==> config.mk <==
export PLATFORM = sky130hd
export DESIGN_NAME = vgm_command_stream_parser_core
export DESIGN_NICKNAME = d
export VERILOG_FILES = /design/src/hdl/vgmp_pkg.sv /design/src/hdl/vgmp_front.sv /design/src/hdl/vgmp_queue.sv /design/src/hdl/vgmp_back.sv /design/src/hdl/vgm_command_stream_parser_core.sv
export SDC_FILE = /design/constraint.sdc
export NUM_CORES = 1
export LEC_CHECK = 0
export BUFFER_PORTS_ARGS = -buffer_cell sky130_fd_sc_hd__clkbuf_2
export CAP_MARGIN = 20
export CORE_MARGIN = 2
export CORE_UTILIZATION = 55
export CTS_BUF_LIST = sky130_fd_sc_hd__clkbuf_4
export CTS_CLUSTER_DIAMETER = 60
export CTS_CLUSTER_SIZE = 24
export DETAILED_ROUTE_END_ITERATION = 16
export GPL_TIMING_DRIVEN = 0
export PLACE_DENSITY = 0.72
export SYNTH_ARGS = -nofsm -noshare
export SYNTH_HDL_FRONTEND = slang
export SYNTH_SLANG_ARGS = --single-unit
==> constraint.sdc <==
create_clock -name clock -period 6.1 [get_ports clock]
set_clock_uncertainty 0.15 [all_clocks]
set_input_delay 0 -clock clock [delete_from_list [all_inputs] [get_ports clock]]
set_output_delay 0 -clock clock [all_outputs]
set_load 0.05 [all_outputs]
==> src/hdl/vgmp_pkg.sv <==
// Shared types and constants for the VGM command stream parser.
// No dependencies; used by every module under hdl/.
`default_nettype none

package vgmp_pkg;

   localparam int unsigned CSR_INDEX_W = 1;
   localparam int unsigned CSR_DATA_W  = 16;

   // Register indexes
   localparam logic [CSR_INDEX_W-1:0] CSR_NTSC_FRAME_WAIT = 1'd0;
   localparam logic [CSR_INDEX_W-1:0] CSR_PAL_FRAME_WAIT  = 1'd1;

   localparam logic [15:0] NTSC_FRAME_WAIT_RESET = 16'd735;
   localparam logic [15:0] PAL_FRAME_WAIT_RESET  = 16'd882;

   // Result event kinds
   localparam logic [1:0] EVENT_WAIT       = 2'd0;
   localparam logic [1:0] EVENT_PORT_WRITE = 2'd1;
   localparam logic [1:0] EVENT_FINISHED   = 2'd2;
   localparam logic [1:0] EVENT_BAD_HEADER = 2'd3;

   // Opcodes
   localparam logic [7:0] OP_WAIT_16     = 8'h61;
   localparam logic [7:0] OP_WAIT_NTSC   = 8'h62;
   localparam logic [7:0] OP_WAIT_PAL    = 8'h63;
   localparam logic [7:0] OP_END         = 8'h66;
   localparam logic [7:0] OP_DATA_BLOCK  = 8'h67;
   localparam logic [7:0] OP_PORT_B3     = 8'hB3;
   localparam logic [7:0] OP_PORT_BC     = 8'hBC;
   localparam logic [3:0] OP_SHORT_WAIT  = 4'h7;
   localparam logic [3:0] LOW_NIBBLE     = 4'hF;

   // Header layout
   localparam logic [31:0] HDR_MAGIC_END   = 32'h0000_0004;
   localparam logic [31:0] HDR_OFFSET_LO   = 32'h0000_0034;
   localparam logic [31:0] HDR_OFFSET_HI   = 32'h0000_0037;
   localparam logic [31:0] HDR_LAST_BYTE   = 32'h0000_003F;
   localparam logic [31:0] CMD_START_MIN   = 32'h0000_0040;
   localparam logic [32:0] HDR_OFFSET_BASE = 33'h0_0000_0034;

   // One queue entry: everything one input byte produces
   typedef struct packed {
      logic        has_event;
      logic [1:0]  kind;
      logic [15:0] wait_samples;
      logic [7:0]  port_number;
      logic [7:0]  port_value;
      logic        finish;
   } entry_type;

   function automatic logic [7:0] magic_byte(input logic [1:0] idx);
      logic [7:0] r;
      case (idx)
         2'd0:    r = 8'h56;
         2'd1:    r = 8'h67;
         2'd2:    r = 8'h6D;
         default: r = 8'h20;
      endcase
      return r;
   endfunction

endpackage

`default_nettype wire

==> src/hdl/vgmp_front.sv <==
// Front end: accepts file bytes, tracks header and command parsing, and
// builds one queue entry per byte that yields results. Uses vgmp_pkg.
`default_nettype none

module vgmp_front (
   input  wire logic                             clock,
   input  wire logic                             reset,
   input  wire logic                             req_valid,
   output      logic                             req_ready,
   input  wire logic [7:0]                       req_data_byte,
   input  wire logic                             req_end_of_file,
   input  wire logic                             csr_wr_en,
   input  wire logic [vgmp_pkg::CSR_INDEX_W-1:0] csr_index,
   input  wire logic [vgmp_pkg::CSR_DATA_W-1:0]  csr_wdata,
   input  wire logic                             space_avail,
   output      logic                             push,
   output      vgmp_pkg::entry_type              push_entry
);

   typedef enum logic [2:0] {
      PH_HEADER,
      PH_SEEK,
      PH_OPCODE,
      PH_OPERANDS,
      PH_SKIP,
      PH_DONE
   } phase_type;

   phase_type   phase_ff, phase_in, work_phase;
   logic [31:0] pos_ff, pos_in;
   logic [31:0] cstart_ff, cstart_in;
   logic [7:0]  opcode_ff, opcode_in;
   logic [31:0] ob_ff, ob_in;
   logic [2:0]  idx_ff, idx_in;
   logic [31:0] skip_ff, skip_in;
   logic [15:0] ntsc_ff, pal_ff;

   logic        accept;
   logic [31:0] ob_hdr, ob_blk, skip_dec;
   logic [15:0] ob_pair;
   logic [1:0]  blk_lane;
   logic [32:0] start_sum;
   logic [31:0] start_val;
   vgmp_pkg::entry_type ent;

   assign req_ready = space_avail;
   assign accept    = req_valid && space_avail;

   // header offset bytes land by position; 0x34 is 4-aligned
   assign ob_hdr    = ob_ff | ({24'd0, req_data_byte} << {pos_ff[1:0], 3'b000});
   assign blk_lane  = idx_ff[1:0] - 2'd2;
   assign ob_blk    = ob_ff | ({24'd0, req_data_byte} << {blk_lane, 3'b000});
   assign ob_pair   = ob_ff[15:0] | ({8'd0, req_data_byte} << {idx_ff[0], 3'b000});
   assign skip_dec  = skip_ff - 32'd1;
   assign start_sum = {1'b0, ob_hdr} + vgmp_pkg::HDR_OFFSET_BASE;

   always_comb begin
      if (ob_hdr == 32'd0) begin
         start_val = vgmp_pkg::CMD_START_MIN;
      end else if (start_sum[32]) begin
         start_val = '1;
      end else if (start_sum[31:0] < vgmp_pkg::CMD_START_MIN) begin
         start_val = vgmp_pkg::CMD_START_MIN;
      end else begin
         start_val = start_sum[31:0];
      end
   end

   always_comb begin
      phase_in   = phase_ff;
      pos_in     = pos_ff;
      cstart_in  = cstart_ff;
      opcode_in  = opcode_ff;
      ob_in      = ob_ff;
      idx_in     = idx_ff;
      skip_in    = skip_ff;
      ent        = '0;
      work_phase = phase_ff;
      if (accept && phase_ff != PH_DONE) begin
         if (pos_ff != '1) begin
            pos_in = pos_ff + 32'd1;
         end
         if (phase_ff == PH_SEEK && pos_ff >= cstart_ff) begin
            work_phase = PH_OPCODE;
         end
         phase_in = work_phase;
         case (work_phase)
            PH_HEADER: begin
               if (pos_ff < vgmp_pkg::HDR_MAGIC_END &&
                   req_data_byte != vgmp_pkg::magic_byte(pos_ff[1:0])) begin
                  ent.has_event = 1'b1;
                  ent.kind      = vgmp_pkg::EVENT_BAD_HEADER;
                  phase_in      = PH_DONE;
               end else begin
                  if (pos_ff >= vgmp_pkg::HDR_OFFSET_LO &&
                      pos_ff <= vgmp_pkg::HDR_OFFSET_HI) begin
                     ob_in = ob_hdr;
                  end
                  if (pos_ff == vgmp_pkg::HDR_OFFSET_HI) begin
                     cstart_in = start_val;
                     ob_in     = '0;
                  end
                  if (pos_ff >= vgmp_pkg::HDR_LAST_BYTE) begin
                     phase_in = PH_SEEK;
                  end else if (req_end_of_file) begin
                     ent.has_event = 1'b1;
                     ent.kind      = vgmp_pkg::EVENT_BAD_HEADER;
                     phase_in      = PH_DONE;
                  end
               end
            end
            PH_OPCODE: begin
               if (req_data_byte == vgmp_pkg::OP_WAIT_16 ||
                   req_data_byte == vgmp_pkg::OP_PORT_B3 ||
                   req_data_byte == vgmp_pkg::OP_PORT_BC ||
                   req_data_byte == vgmp_pkg::OP_DATA_BLOCK) begin
                  opcode_in = req_data_byte;
                  ob_in     = '0;
                  idx_in    = '0;
                  phase_in  = PH_OPERANDS;
               end else if (req_data_byte == vgmp_pkg::OP_WAIT_NTSC) begin
                  ent.has_event    = 1'b1;
                  ent.kind         = vgmp_pkg::EVENT_WAIT;
                  ent.wait_samples = ntsc_ff;
               end else if (req_data_byte == vgmp_pkg::OP_WAIT_PAL) begin
                  ent.has_event    = 1'b1;
                  ent.kind         = vgmp_pkg::EVENT_WAIT;
                  ent.wait_samples = pal_ff;
               end else if (req_data_byte == vgmp_pkg::OP_END) begin
                  ent.has_event = 1'b1;
                  ent.kind      = vgmp_pkg::EVENT_FINISHED;
                  phase_in      = PH_DONE;
               end else if (req_data_byte[7:4] == vgmp_pkg::OP_SHORT_WAIT) begin
                  ent.has_event    = 1'b1;
                  ent.kind         = vgmp_pkg::EVENT_WAIT;
                  ent.wait_samples = {12'd0, req_data_byte[3:0] & vgmp_pkg::LOW_NIBBLE}
                                     + 16'd1;
               end
            end
            PH_OPERANDS: begin
               idx_in = idx_ff + 3'd1;
               if (opcode_ff == vgmp_pkg::OP_DATA_BLOCK) begin
                  if (idx_ff >= 3'd2) begin
                     ob_in = ob_blk;
                  end
                  if (idx_ff >= 3'd5) begin
                     skip_in  = ob_in;
                     phase_in = (ob_in == 32'd0) ? PH_OPCODE : PH_SKIP;
                  end
               end else begin
                  ob_in = {16'd0, ob_pair};
                  if (idx_ff >= 3'd1) begin
                     ent.has_event = 1'b1;
                     if (opcode_ff == vgmp_pkg::OP_WAIT_16) begin
                        ent.kind         = vgmp_pkg::EVENT_WAIT;
                        ent.wait_samples = ob_pair;
                     end else begin
                        ent.kind        = vgmp_pkg::EVENT_PORT_WRITE;
                        ent.port_number = ob_pair[7:0];
                        ent.port_value  = ob_pair[15:8];
                     end
                     phase_in = PH_OPCODE;
                  end
               end
            end
            PH_SKIP: begin
               if (skip_ff != 32'd0) begin
                  skip_in = skip_dec;
               end
               if (skip_in == 32'd0) begin
                  phase_in = PH_OPCODE;
               end
            end
            default: begin
            end
         endcase
         if (req_end_of_file && phase_in != PH_DONE) begin
            ent.finish = 1'b1;
            phase_in   = PH_DONE;
         end
      end
   end

   assign push       = accept && (ent.has_event || ent.finish);
   assign push_entry = ent;

   always_ff @(posedge clock) begin
      if (reset) begin
         phase_ff  <= PH_HEADER;
         pos_ff    <= '0;
         cstart_ff <= vgmp_pkg::CMD_START_MIN;
         opcode_ff <= '0;
         ob_ff     <= '0;
         idx_ff    <= '0;
         skip_ff   <= '0;
         ntsc_ff   <= vgmp_pkg::NTSC_FRAME_WAIT_RESET;
         pal_ff    <= vgmp_pkg::PAL_FRAME_WAIT_RESET;
      end else begin
         phase_ff  <= phase_in;
         pos_ff    <= pos_in;
         cstart_ff <= cstart_in;
         opcode_ff <= opcode_in;
         ob_ff     <= ob_in;
         idx_ff    <= idx_in;
         skip_ff   <= skip_in;
         if (csr_wr_en && csr_index == vgmp_pkg::CSR_NTSC_FRAME_WAIT) begin
            ntsc_ff <= csr_wdata;
         end
         if (csr_wr_en && csr_index == vgmp_pkg::CSR_PAL_FRAME_WAIT) begin
            pal_ff <= csr_wdata;
         end
      end
   end

   // once finished or failed, nothing more reaches the queue
   a_done_silent: assert property (@(posedge clock) disable iff (reset)
      phase_ff == PH_DONE |-> !push)
      else $error("entry pushed after end of stream");

endmodule

`default_nettype wire

==> src/hdl/vgmp_queue.sv <==
// Short FIFO of parsed entries between front and back end.
// Register based, combinational head read. Uses vgmp_pkg.
`default_nettype none

module vgmp_queue #(
   parameter int unsigned DEPTH = 4
) (
   input  wire logic                clock,
   input  wire logic                reset,
   input  wire logic                push,
   input  wire vgmp_pkg::entry_type push_entry,
   output      logic                space_avail,
   input  wire logic                pop,
   output      logic                head_valid,
   output      vgmp_pkg::entry_type head_entry
);

   localparam int unsigned AW = (DEPTH > 1) ? $clog2(DEPTH) : 1;
   localparam int unsigned CW = $clog2(DEPTH + 1);
   localparam logic [AW-1:0] LAST_SLOT = AW'(DEPTH - 1);
   localparam logic [CW-1:0] FULL_COUNT = CW'(DEPTH);

   vgmp_pkg::entry_type slots_ff [DEPTH];
   logic [AW-1:0] wr_ptr_ff, wr_ptr_in, rd_ptr_ff, rd_ptr_in;
   logic [CW-1:0] count_ff, count_in;

   assign space_avail = count_ff != FULL_COUNT;
   assign head_valid  = count_ff != '0;
   assign head_entry  = slots_ff[rd_ptr_ff];

   always_comb begin
      wr_ptr_in = wr_ptr_ff;
      rd_ptr_in = rd_ptr_ff;
      count_in  = count_ff;
      if (push) begin
         wr_ptr_in = (wr_ptr_ff == LAST_SLOT) ? '0 : wr_ptr_ff + AW'(1);
      end
      if (pop) begin
         rd_ptr_in = (rd_ptr_ff == LAST_SLOT) ? '0 : rd_ptr_ff + AW'(1);
      end
      if (push && !pop) begin
         count_in = count_ff + CW'(1);
      end else if (pop && !push) begin
         count_in = count_ff - CW'(1);
      end
   end

   always_ff @(posedge clock) begin
      if (reset) begin
         wr_ptr_ff <= '0;
         rd_ptr_ff <= '0;
         count_ff  <= '0;
      end else begin
         wr_ptr_ff <= wr_ptr_in;
         rd_ptr_ff <= rd_ptr_in;
         count_ff  <= count_in;
      end
   end

   always_ff @(posedge clock) begin
      if (push) begin
         slots_ff[wr_ptr_ff] <= push_entry;
      end
   end

   a_no_overflow: assert property (@(posedge clock) disable iff (reset)
      push |-> space_avail)
      else $error("push into full queue");

   a_no_underflow: assert property (@(posedge clock) disable iff (reset)
      pop |-> head_valid)
      else $error("pop from empty queue");

endmodule

`default_nettype wire

==> src/hdl/vgmp_back.sv <==
// Back end: turns queue entries into result transfers, one or two per
// entry, through a registered output stage. Uses vgmp_pkg.
`default_nettype none

module vgmp_back (
   input  wire logic                clock,
   input  wire logic                reset,
   input  wire logic                head_valid,
   input  wire vgmp_pkg::entry_type head_entry,
   output      logic                pop,
   output      logic                rsp_valid,
   input  wire logic                rsp_ready,
   output      logic [1:0]          rsp_event_kind,
   output      logic [15:0]         rsp_wait_samples,
   output      logic [7:0]          rsp_port_number,
   output      logic [7:0]          rsp_port_value,
   output      logic                rsp_last_of_run
);

   logic        rsp_valid_ff, rsp_valid_in;
   logic        second_ff, second_in;
   logic [1:0]  kind_ff, kind_in;
   logic [15:0] wait_ff, wait_in;
   logic [7:0]  port_ff, port_in;
   logic [7:0]  value_ff, value_in;
   logic        last_ff, last_in;
   logic        load;

   assign load = !rsp_valid_ff || rsp_ready;

   always_comb begin
      pop          = 1'b0;
      second_in    = second_ff;
      rsp_valid_in = rsp_valid_ff && !rsp_ready;
      kind_in      = vgmp_pkg::EVENT_FINISHED;
      wait_in      = '0;
      port_in      = '0;
      value_in     = '0;
      last_in      = 1'b1;
      if (load && head_valid) begin
         rsp_valid_in = 1'b1;
         if (head_entry.has_event && !second_ff) begin
            kind_in  = head_entry.kind;
            wait_in  = head_entry.wait_samples;
            port_in  = head_entry.port_number;
            value_in = head_entry.port_value;
            last_in  = !head_entry.finish;
            // finish still owed: keep the entry at the head
            if (head_entry.finish) begin
               second_in = 1'b1;
            end else begin
               pop = 1'b1;
            end
         end else begin
            pop       = 1'b1;
            second_in = 1'b0;
         end
      end
   end

   always_ff @(posedge clock) begin
      if (reset) begin
         rsp_valid_ff <= 1'b0;
         second_ff    <= 1'b0;
      end else begin
         rsp_valid_ff <= rsp_valid_in;
         second_ff    <= second_in;
      end
   end

   always_ff @(posedge clock) begin
      if (load && head_valid) begin
         kind_ff  <= kind_in;
         wait_ff  <= wait_in;
         port_ff  <= port_in;
         value_ff <= value_in;
         last_ff  <= last_in;
      end
   end

   assign rsp_valid        = rsp_valid_ff;
   assign rsp_event_kind   = kind_ff;
   assign rsp_wait_samples = wait_ff;
   assign rsp_port_number  = port_ff;
   assign rsp_port_value   = value_ff;
   assign rsp_last_of_run  = last_ff;

   a_second_held: assert property (@(posedge clock) disable iff (reset)
      second_ff |-> head_valid && head_entry.has_event && head_entry.finish)
      else $error("pending finish lost its queue entry");

endmodule

`default_nettype wire

==> src/hdl/vgm_command_stream_parser_core.sv <==
// Top level of the VGM command stream parser: front end, entry queue,
// back end. Uses vgmp_pkg, vgmp_front, vgmp_queue, vgmp_back.
//
//   channel | direction | handshake               | payload
//   req_    | in        | req_valid / req_ready   | data_byte, end_of_file
//   rsp_    | out       | rsp_valid / rsp_ready   | event_kind, wait_samples,
//           |           |                         | port_number, port_value, last_of_run
//   csr_    | in        | csr_wr_en (no wait)     | csr_index, csr_wdata
//
// One byte is taken per cycle while the queue has room; its first result is
// presented after it passes the queue and then the output register. A byte
// giving an event plus end of stream yields two result transfers, sent one
// after the other from the single output register of the back end.
// The queue (QUEUE_DEPTH entries) lets bytes keep flowing under output stall.
// Synchronous reset puts the parser back at the file start, with frame waits
// of 735 and 882 samples; no clearing pass is needed.
`default_nettype none

module vgm_command_stream_parser_core #(
   parameter int unsigned QUEUE_DEPTH = 4
) (
   input  wire logic                             clock,
   input  wire logic                             reset,
   input  wire logic                             req_valid,
   output      logic                             req_ready,
   input  wire logic [7:0]                       req_data_byte,
   input  wire logic                             req_end_of_file,
   output      logic                             rsp_valid,
   input  wire logic                             rsp_ready,
   output      logic [1:0]                       rsp_event_kind,
   output      logic [15:0]                      rsp_wait_samples,
   output      logic [7:0]                       rsp_port_number,
   output      logic [7:0]                       rsp_port_value,
   output      logic                             rsp_last_of_run,
   input  wire logic                             csr_wr_en,
   input  wire logic [vgmp_pkg::CSR_INDEX_W-1:0] csr_index,
   input  wire logic [vgmp_pkg::CSR_DATA_W-1:0]  csr_wdata
);

   logic                space_avail;
   logic                push;
   logic                pop;
   logic                head_valid;
   vgmp_pkg::entry_type push_entry;
   vgmp_pkg::entry_type head_entry;

   vgmp_front u_front (
      .clock           (clock),
      .reset           (reset),
      .req_valid       (req_valid),
      .req_ready       (req_ready),
      .req_data_byte   (req_data_byte),
      .req_end_of_file (req_end_of_file),
      .csr_wr_en       (csr_wr_en),
      .csr_index       (csr_index),
      .csr_wdata       (csr_wdata),
      .space_avail     (space_avail),
      .push            (push),
      .push_entry      (push_entry)
   );

   vgmp_queue #(
      .DEPTH (QUEUE_DEPTH)
   ) u_queue (
      .clock       (clock),
      .reset       (reset),
      .push        (push),
      .push_entry  (push_entry),
      .space_avail (space_avail),
      .pop         (pop),
      .head_valid  (head_valid),
      .head_entry  (head_entry)
   );

   vgmp_back u_back (
      .clock            (clock),
      .reset            (reset),
      .head_valid       (head_valid),
      .head_entry       (head_entry),
      .pop              (pop),
      .rsp_valid        (rsp_valid),
      .rsp_ready        (rsp_ready),
      .rsp_event_kind   (rsp_event_kind),
      .rsp_wait_samples (rsp_wait_samples),
      .rsp_port_number  (rsp_port_number),
      .rsp_port_value   (rsp_port_value),
      .rsp_last_of_run  (rsp_last_of_run)
   );

endmodule

`default_nettype wire
; ---- Word-level counts from Yosys, hierarchy flattened
; Memory sizes are Yosys's and may differ from the RTL's. A register that Yosys moved wholly into a read port is not among the register bits.
; Index checks and enable logic that the tools add are counted.
; Widths: inputs -> output; s select.
[totals]
regBits = 218
ramBits = 144
out_inout_bits = 37
wordCells = 194
mem_count = 1
[op_classes]
add_sub_neg = 10
order_cmp = 9
eq_ne = 30
n_shift = 3
muxes = 74
bitwise = 5
reduce_logical = 43
[mem_list]
columns = memory, words, word_bits, read_ports, rd_ports_with_merged_regs, wr, line_no
row1 = u_queue.slots_ff, 4, 36, 1, 1, 1, vgmp_queue.sv:23  ; vgmp_pkg::entry_type slots_ff [DEPTH];
[op_table]
columns = operator, n
row1 = $mux 32, 17
row2 = $logic_not 32->1, 3
row3 = $pmux 32 s3, 1
row4 = $mux 19, 4
row5 = $mux 35, 2
row6 = $mux 3, 23
row7 = $ge 32x6->1 const B, 2
row8 = $mux 16, 4
row9 = $or 32x32->32, 2
row10 = $pmux 32 s2, 1
row11 = $shl 8x5->32, 2
row12 = $eq 8x7->1 const B, 7
row13 = $mux 36, 1
row14 = $add 32x6->33 const B, 1
row15 = $add 32x1->32 const B, 1
row16 = $eq 32x6->1 const B, 1
row17 = $ge 32x32->1, 1
row18 = $le 32x6->1 const B, 1
row19 = $lt 32x3->1 const B, 1
row20 = $lt 32x7->1 const B, 1
row21 = $ne 32x32->1 const B, 1
row22 = $pmux 16 s2, 1
row23 = $reduce_bool 32->1, 1
row24 = $sub 32x1->32 const B, 1
row25 = 41 further kinds, 94

; ---- Longest topological paths before layout
[logic_depth]
word_depth = 23
depth_mapped = 21
mapped_depth_nobuf = 18

; ---- Cells and area by module
; From an unflattened synthesis, not the netlist that was laid out.
[unflattened]
cells_unflattened = 1991
hier_area_um2 = 19299.8
[modules_own_cells]
columns = module, n_inst, cells_per_inst, area_each_um2, seq_area_each_um2
row1 = vgmp_front, 1, 1672, 12125.4, 3483.3
row2 = vgmp_queue, 1, 233, 5690.5, 4504.3
row3 = vgmp_back, 1, 86, 1483.9, 1091.0

; ---- Worst setup path before layout
; No wires, ideal clock.
[synth_timing]
path_kind = register -> register
start = register u_front.skip_ff[0]
end = register u_queue.count_ff[2]
setup_time_ns = 0.070
arrival_time_ns = 4.480
required_time_ns = 5.880
slack_ns = 1.400
stages_incl_launch_ff = 20
cell_sequence = dfxtp_1 -> clkbuf_1 -> inv_1 -> ha_1 -> nor3b_1 -> nand2_1 -> or3_1 -> nand3b_1 -> a2111o_1 -> a2111o_1 -> nor4_2 -> o2111ai_1 -> nor3b_4 -> inv_2 -> ha_1 -> inv_1 -> fa_1 -> xor2_1 -> or3_1 -> a21oi_1
[synth_via]
elab_chain_cells = 17
[synth_rtl]
columns = element, line_no
row1 = from (decl), vgmp_front.sv:35  ; logic [31:0] skip_ff, skip_in;
row2 = from (signal assigned), vgmp_front.sv:205  ; skip_ff <= skip_in;
row3 = $sub 32x1->32 / $reduce_bool 32->1 (equally long branches), "vgmp_front.sv:54, vgmp_front.sv:167"
row4 = $mux 32 (*), vgmp_front.sv:167  ; if (skip_ff != 32'd0) begin
row5 = $mux 32 (*), vgmp_front.sv:87  ; case (work_phase)
row6 = $mux 32 (*), vgmp_front.sv:79  ; if (accept && phase_ff != PH_DONE) begin
row7 = $logic_not 32->1 (*), vgmp_front.sv:170  ; if (skip_in == 32'd0) begin
row8 = $mux 3 (*), vgmp_front.sv:170
row9 = $pmux 3 s4 (*), vgmp_front.sv:87
row10 = $mux 3 (*), vgmp_front.sv:79
row11 = [2 not listed], -
row12 = $mux 1 (*), vgmp_front.sv:177  ; if (req_end_of_file && phase_in != PH_DONE) begin
row13 = $mux 36 (*), vgmp_front.sv:79
row14 = $logic_or 1x1->1 (*), vgmp_front.sv:184  ; assign push = accept && (ent.has_event || ent.finish);
row15 = $logic_and 1x1->1 (*), vgmp_front.sv:184
row16 = named net push, vgm_command_stream_parser_core.sv:41  ; logic push;
row17 = $logic_not 1->1, vgmp_queue.sv:43  ; end else if (pop && !push) begin
row18 = $logic_and 1x1->1, vgmp_queue.sv:43
row19 = $reduce_bool 2->1 (no source line), -
row20 = to (signal assigned), vgmp_queue.sv:56  ; count_ff <= count_in;
row21 = to (decl), vgmp_queue.sv:25  ; logic [CW-1:0] count_ff, count_in;
; The timed path passes the listed nets; every way through them passes the cells marked *. The select of a mux whose other input is x is not followed.
; A chain may end at the register's enable or synchronous reset.

; ---- Worst setup path in the final report
; Ends and elaborated chain as after synthesis.

==> results.yml <==
outcome:
  outcome: "complete, no violations"
hold_path:
  hp-class: "in2reg"
  hp-start: "req_data_byte[0]"
yosys:
  synth_area_leaders: "edfxtp_1 (28%), dfxtp_1 (19%), a21oi_1 (4.6%), mux4_2 (4.3%), nor2_1 (4.1%)"
  yosysMostFrequentCell: "nor2_1"
  synth_cell_type_count: 86
  synth.avg_cell_area_sq_um: 9.58
  synth_nets: 2075
  yosys_warnings: 0
  synthArstFlopShare_pct: 0
  yosysTopAreaCellShare_pct: 28.2
  yosys_register_bits: 364
  synth_area_sq_um: 19100
  synthTopCellsByCount: "nor2_1 (209), dfxtp_1 (185), edfxtp_1 (179)"
  syn_inst: 1990
  synth_edf_count: 179
  synthFlopType: "dfxtp_1"
  synth-seq-area-share_pct: 47.6
  synth_top_cell_by_area: "edfxtp_1"
cts:
  h-tree-depth: 1
  max-clock-path-buffers: 3
  cts.sinks: 364
  cts_inserted_buffers: 31
  cts_tree: "yes"
  cts_root_buf: "clkbuf_4"
  clock_latency_ns: 0.85
  path_clk_slew_ns: 0.21
finish:
  drive_gt1_share_pct: 9.98
  nets: 2236
  area_growth_pct: 12.2
  stdcell_count: 2631
die:
  start_util_pct: 55.5
  die_area_sq_um: 36200
  die_y_um: 190
  fp.dieW_um: 190
  ios: 68
  rows: 68
  core_sq_um: 34400
timing:
  min_period_ns: 5.88
  final_hold_viol_count: 0
  maxSlewViolCount: 0
  rsz0062_at_grt: "false"
  whs_ns: 0.0534
  tightest_slew_ns: 1.04
  finalCritPeriodShare_pct: 96.4
  fmax_ghz: 0.170
  setup_viol: 0
  finalWorstSetupSlack_ns: 0.217
  slew_headroom_pct: 30.4
critical_path:
  arrival_ns: 6.51
  rrSetupSlack_ns: 0.22
  crit_path_end: "u_queue.count_ff[2]$_SDFFE_PP0P_"
  end_kind: "flop"
  slowest_stage: "o31ai_2"
  r2r-end: "u_queue.count_ff[2]$_SDFFE_PP0P_"
  reg2reg_depth: 20
  path_cells: "clkbuf_1, inv_1, ha_1, nor3b_2, nand2_1, o31ai_2, clkbuf_2, nor3_1, nor3_1, nand4_1, nor4_4, o2111ai_1, nor3b_4, inv_2, ha_1, inv_1, fa_1, xor2_1, or3_1, a21oi_1"
  timing.setup.critical_path_class: "reg2reg"
  crit_family: "simple AND/OR/NAND/NOR gates"
  r2r-start: "u_front.skip_ff[0]$_SDFFE_PP0P_"
  cpPeakStageDelay_ns: 0.51
  crit_path_max_fanout: 10
  critical_path_depth: 20
  worst_ep_required_time_ns: 6.73
  worst_setup_path_start_kind: "flop"
  startpoint: "u_front.skip_ff[0]$_SDFFE_PP0P_"
  crit_buf_inv: 5
place:
  gp_congestion: 1.02
  pre_cts_ws_ns: -0.389
  dp.cells: 2516
  dp_hpwl_mm: 44.8
  portBuffers: 65
power:
  powerDensity_nw_per_um2: 342
  p_leak_nw: 7.61
  peakVddDrop_v: 0.000272
global_route:
  grt_pass1_vias: 15890
  grt_max_degree: 34
  grt_overflow: 0
  grt_pass1_wl_mm: 92.6
  grt_usage_pct: 33.4
  antenna_found_initial: 1
routing:
  route.detailed.drc: 0
  final_antenna_net_count: 0
  vias_per_cell: 6.40
  wirelength_mm: 60.8
  dr.pass1.iters: 6
  wl_per_cell_um: 23.1
  drt_iter0_markers: 1717
  vias: 16850
run:
  drv_cap: 0
==> routing by layer <==
metal	vias up	track usage, %	wire length (um)
li1	7693	-	-
met1	8164	44.5	25000
met2	798	53.7	27800
met3	195	5.37	5070
met4	0	15.4	3000
met5	-	0	0
==> through the flow <==
stage	cell area [sq um]	total power, W	utilization (%)	setup TNS, ns
after floorplan	19100	0.00500	-	0
after global placement	20000	0.00572	58.1	-117.06
after detailed placement	20100	0.00578	58.5	-0.969
after CTS	21300	0.00728	62.1	0
after global routing	21400	0.00765	62.2	0
final	21400	0.00730	62.2	0
==> tightest hold or removal path, cell delays in order <==
cell and delay (ns):
clkbuf_2 0.13, ha_1 0.15, mux2i_1 0.06, inv_1 0.05
a2bb2oi_1 0.17, o2bb2ai_1 0.22, nand2_1 0.11, nand2_1 0.08
a21oi_1 0.06
==> how the worst min path moves through the flow <==
stage                                            end  slack [ns]  depth (start not counted)
finish                u_front.idx_ff[1]$_SDFFE_PP0P_        0.05                          9
floorplan             u_front.pal_ff[1]$_SDFFE_PP1P_       -0.03                          2
detailed placement   u_front.pal_ff[11]$_SDFFE_PP0P_         0.1                          3
CTS                 u_front.ntsc_ff[12]$_SDFFE_PP0P_        0.03                          6
global placement     u_front.pal_ff[10]$_SDFFE_PP0P_        0.09                          3
global route        u_front.ntsc_ff[12]$_SDFFE_PP0P_        0.09                          6
==> where the power goes <==
group | switching [W] | leakage (nW) | internal [W]
clock | 0.00104 | 0.330 | 0.000439
combinational | 0.00188 | 4.07 | 0.000883
sequential | 0.000138 | 3.21 | 0.00292
==> flip-flops by register name, summed over array words and instances (netlist names), named ones only <==
signal                   flops
u_back.rsp_port_value        8
u_front.phase_ff             3
u_back.rsp_event_kind        2
u_back.rsp_wait_samples     16
u_back.rsp_valid             1
u_queue.slots_ff           144
u_front.opcode_ff            8
u_back.second_ff             1
u_front.ob_ff               32
u_queue.rd_ptr_ff            2
u_front.skip_ff             32
u_front.cstart_ff           32
u_front.idx_ff               3
u_queue.count_ff             3
u_queue.wr_ptr_ff            2
u_back.rsp_port_number       8
u_front.pos_ff              32
u_front.ntsc_ff             16
u_back.rsp_last_of_run       1
u_front.pal_ff              16
==> logic make-up (layout without fill, tap and decap cells) <==
kind of cell | count (synthesis) | after routing | synth area share (%)
adder cells (fa/ha/maj) | 55 | 55 | 3.64
multiplexers | 55 | 55 | 5.28
buffers and inverters | 204 | 389 | 4.14
XOR/XNOR | 61 | 61 | 2.80
AO/OA/AOI/OAI | 482 | 482 | 15.9
other | 0 | 1 | 0
flip-flops | 364 | 364 | 47.6
AND/OR/NAND/NOR | 769 | 769 | 20.6
==> cell type report <==
cell class                 instances  area, sq um
buffer                           138          543
clock buffer                      33          248
timing repair buffer             128         1020
inverter                          66          249
sequential                       364         9080
antenna                            1         2.50
multi-input combinational       1422         9280
tap                              455          569
clock inverter                    24          385
fill                            2857        13000
==> what timing repair did <==
action	in CTS	in global routing
endpoints found under the hold margin	155	0
gates cloned	0	0
endpoints found under the setup margin	58	1
hold buffers	56	0
resized for setup	8	8
pin swaps	1	0
setup buffers	1	0
==> layout by cell type (no fill, tap or decap), drive strengths merged, types with 14 or more instances in the layout <==
master	Yosys	layout
and3	21	21
a31oi	19	19
mux4	36	36
edfxtp	179	179
nand4	37	37
inv	65	82
a21o	21	21
dfxtp	185	185
nor3	64	64
buf	17	24
xor2	41	41
or4	15	15
a21oi	177	177
and2	31	31
a32oi	15	15
nor2	209	209
nand2	174	174
nand3b	23	23
nand3	38	38
xnor2	20	20
a211oi	14	14
ha	53	53
o22ai	28	28
nor4	40	40
dlygate4sd3	0	56
or3	16	16
mux2i	18	18
clkbuf	121	219
o21ai	93	93
nor2b	41	41
Note: power is estimated with default switching activity, not from simulation.
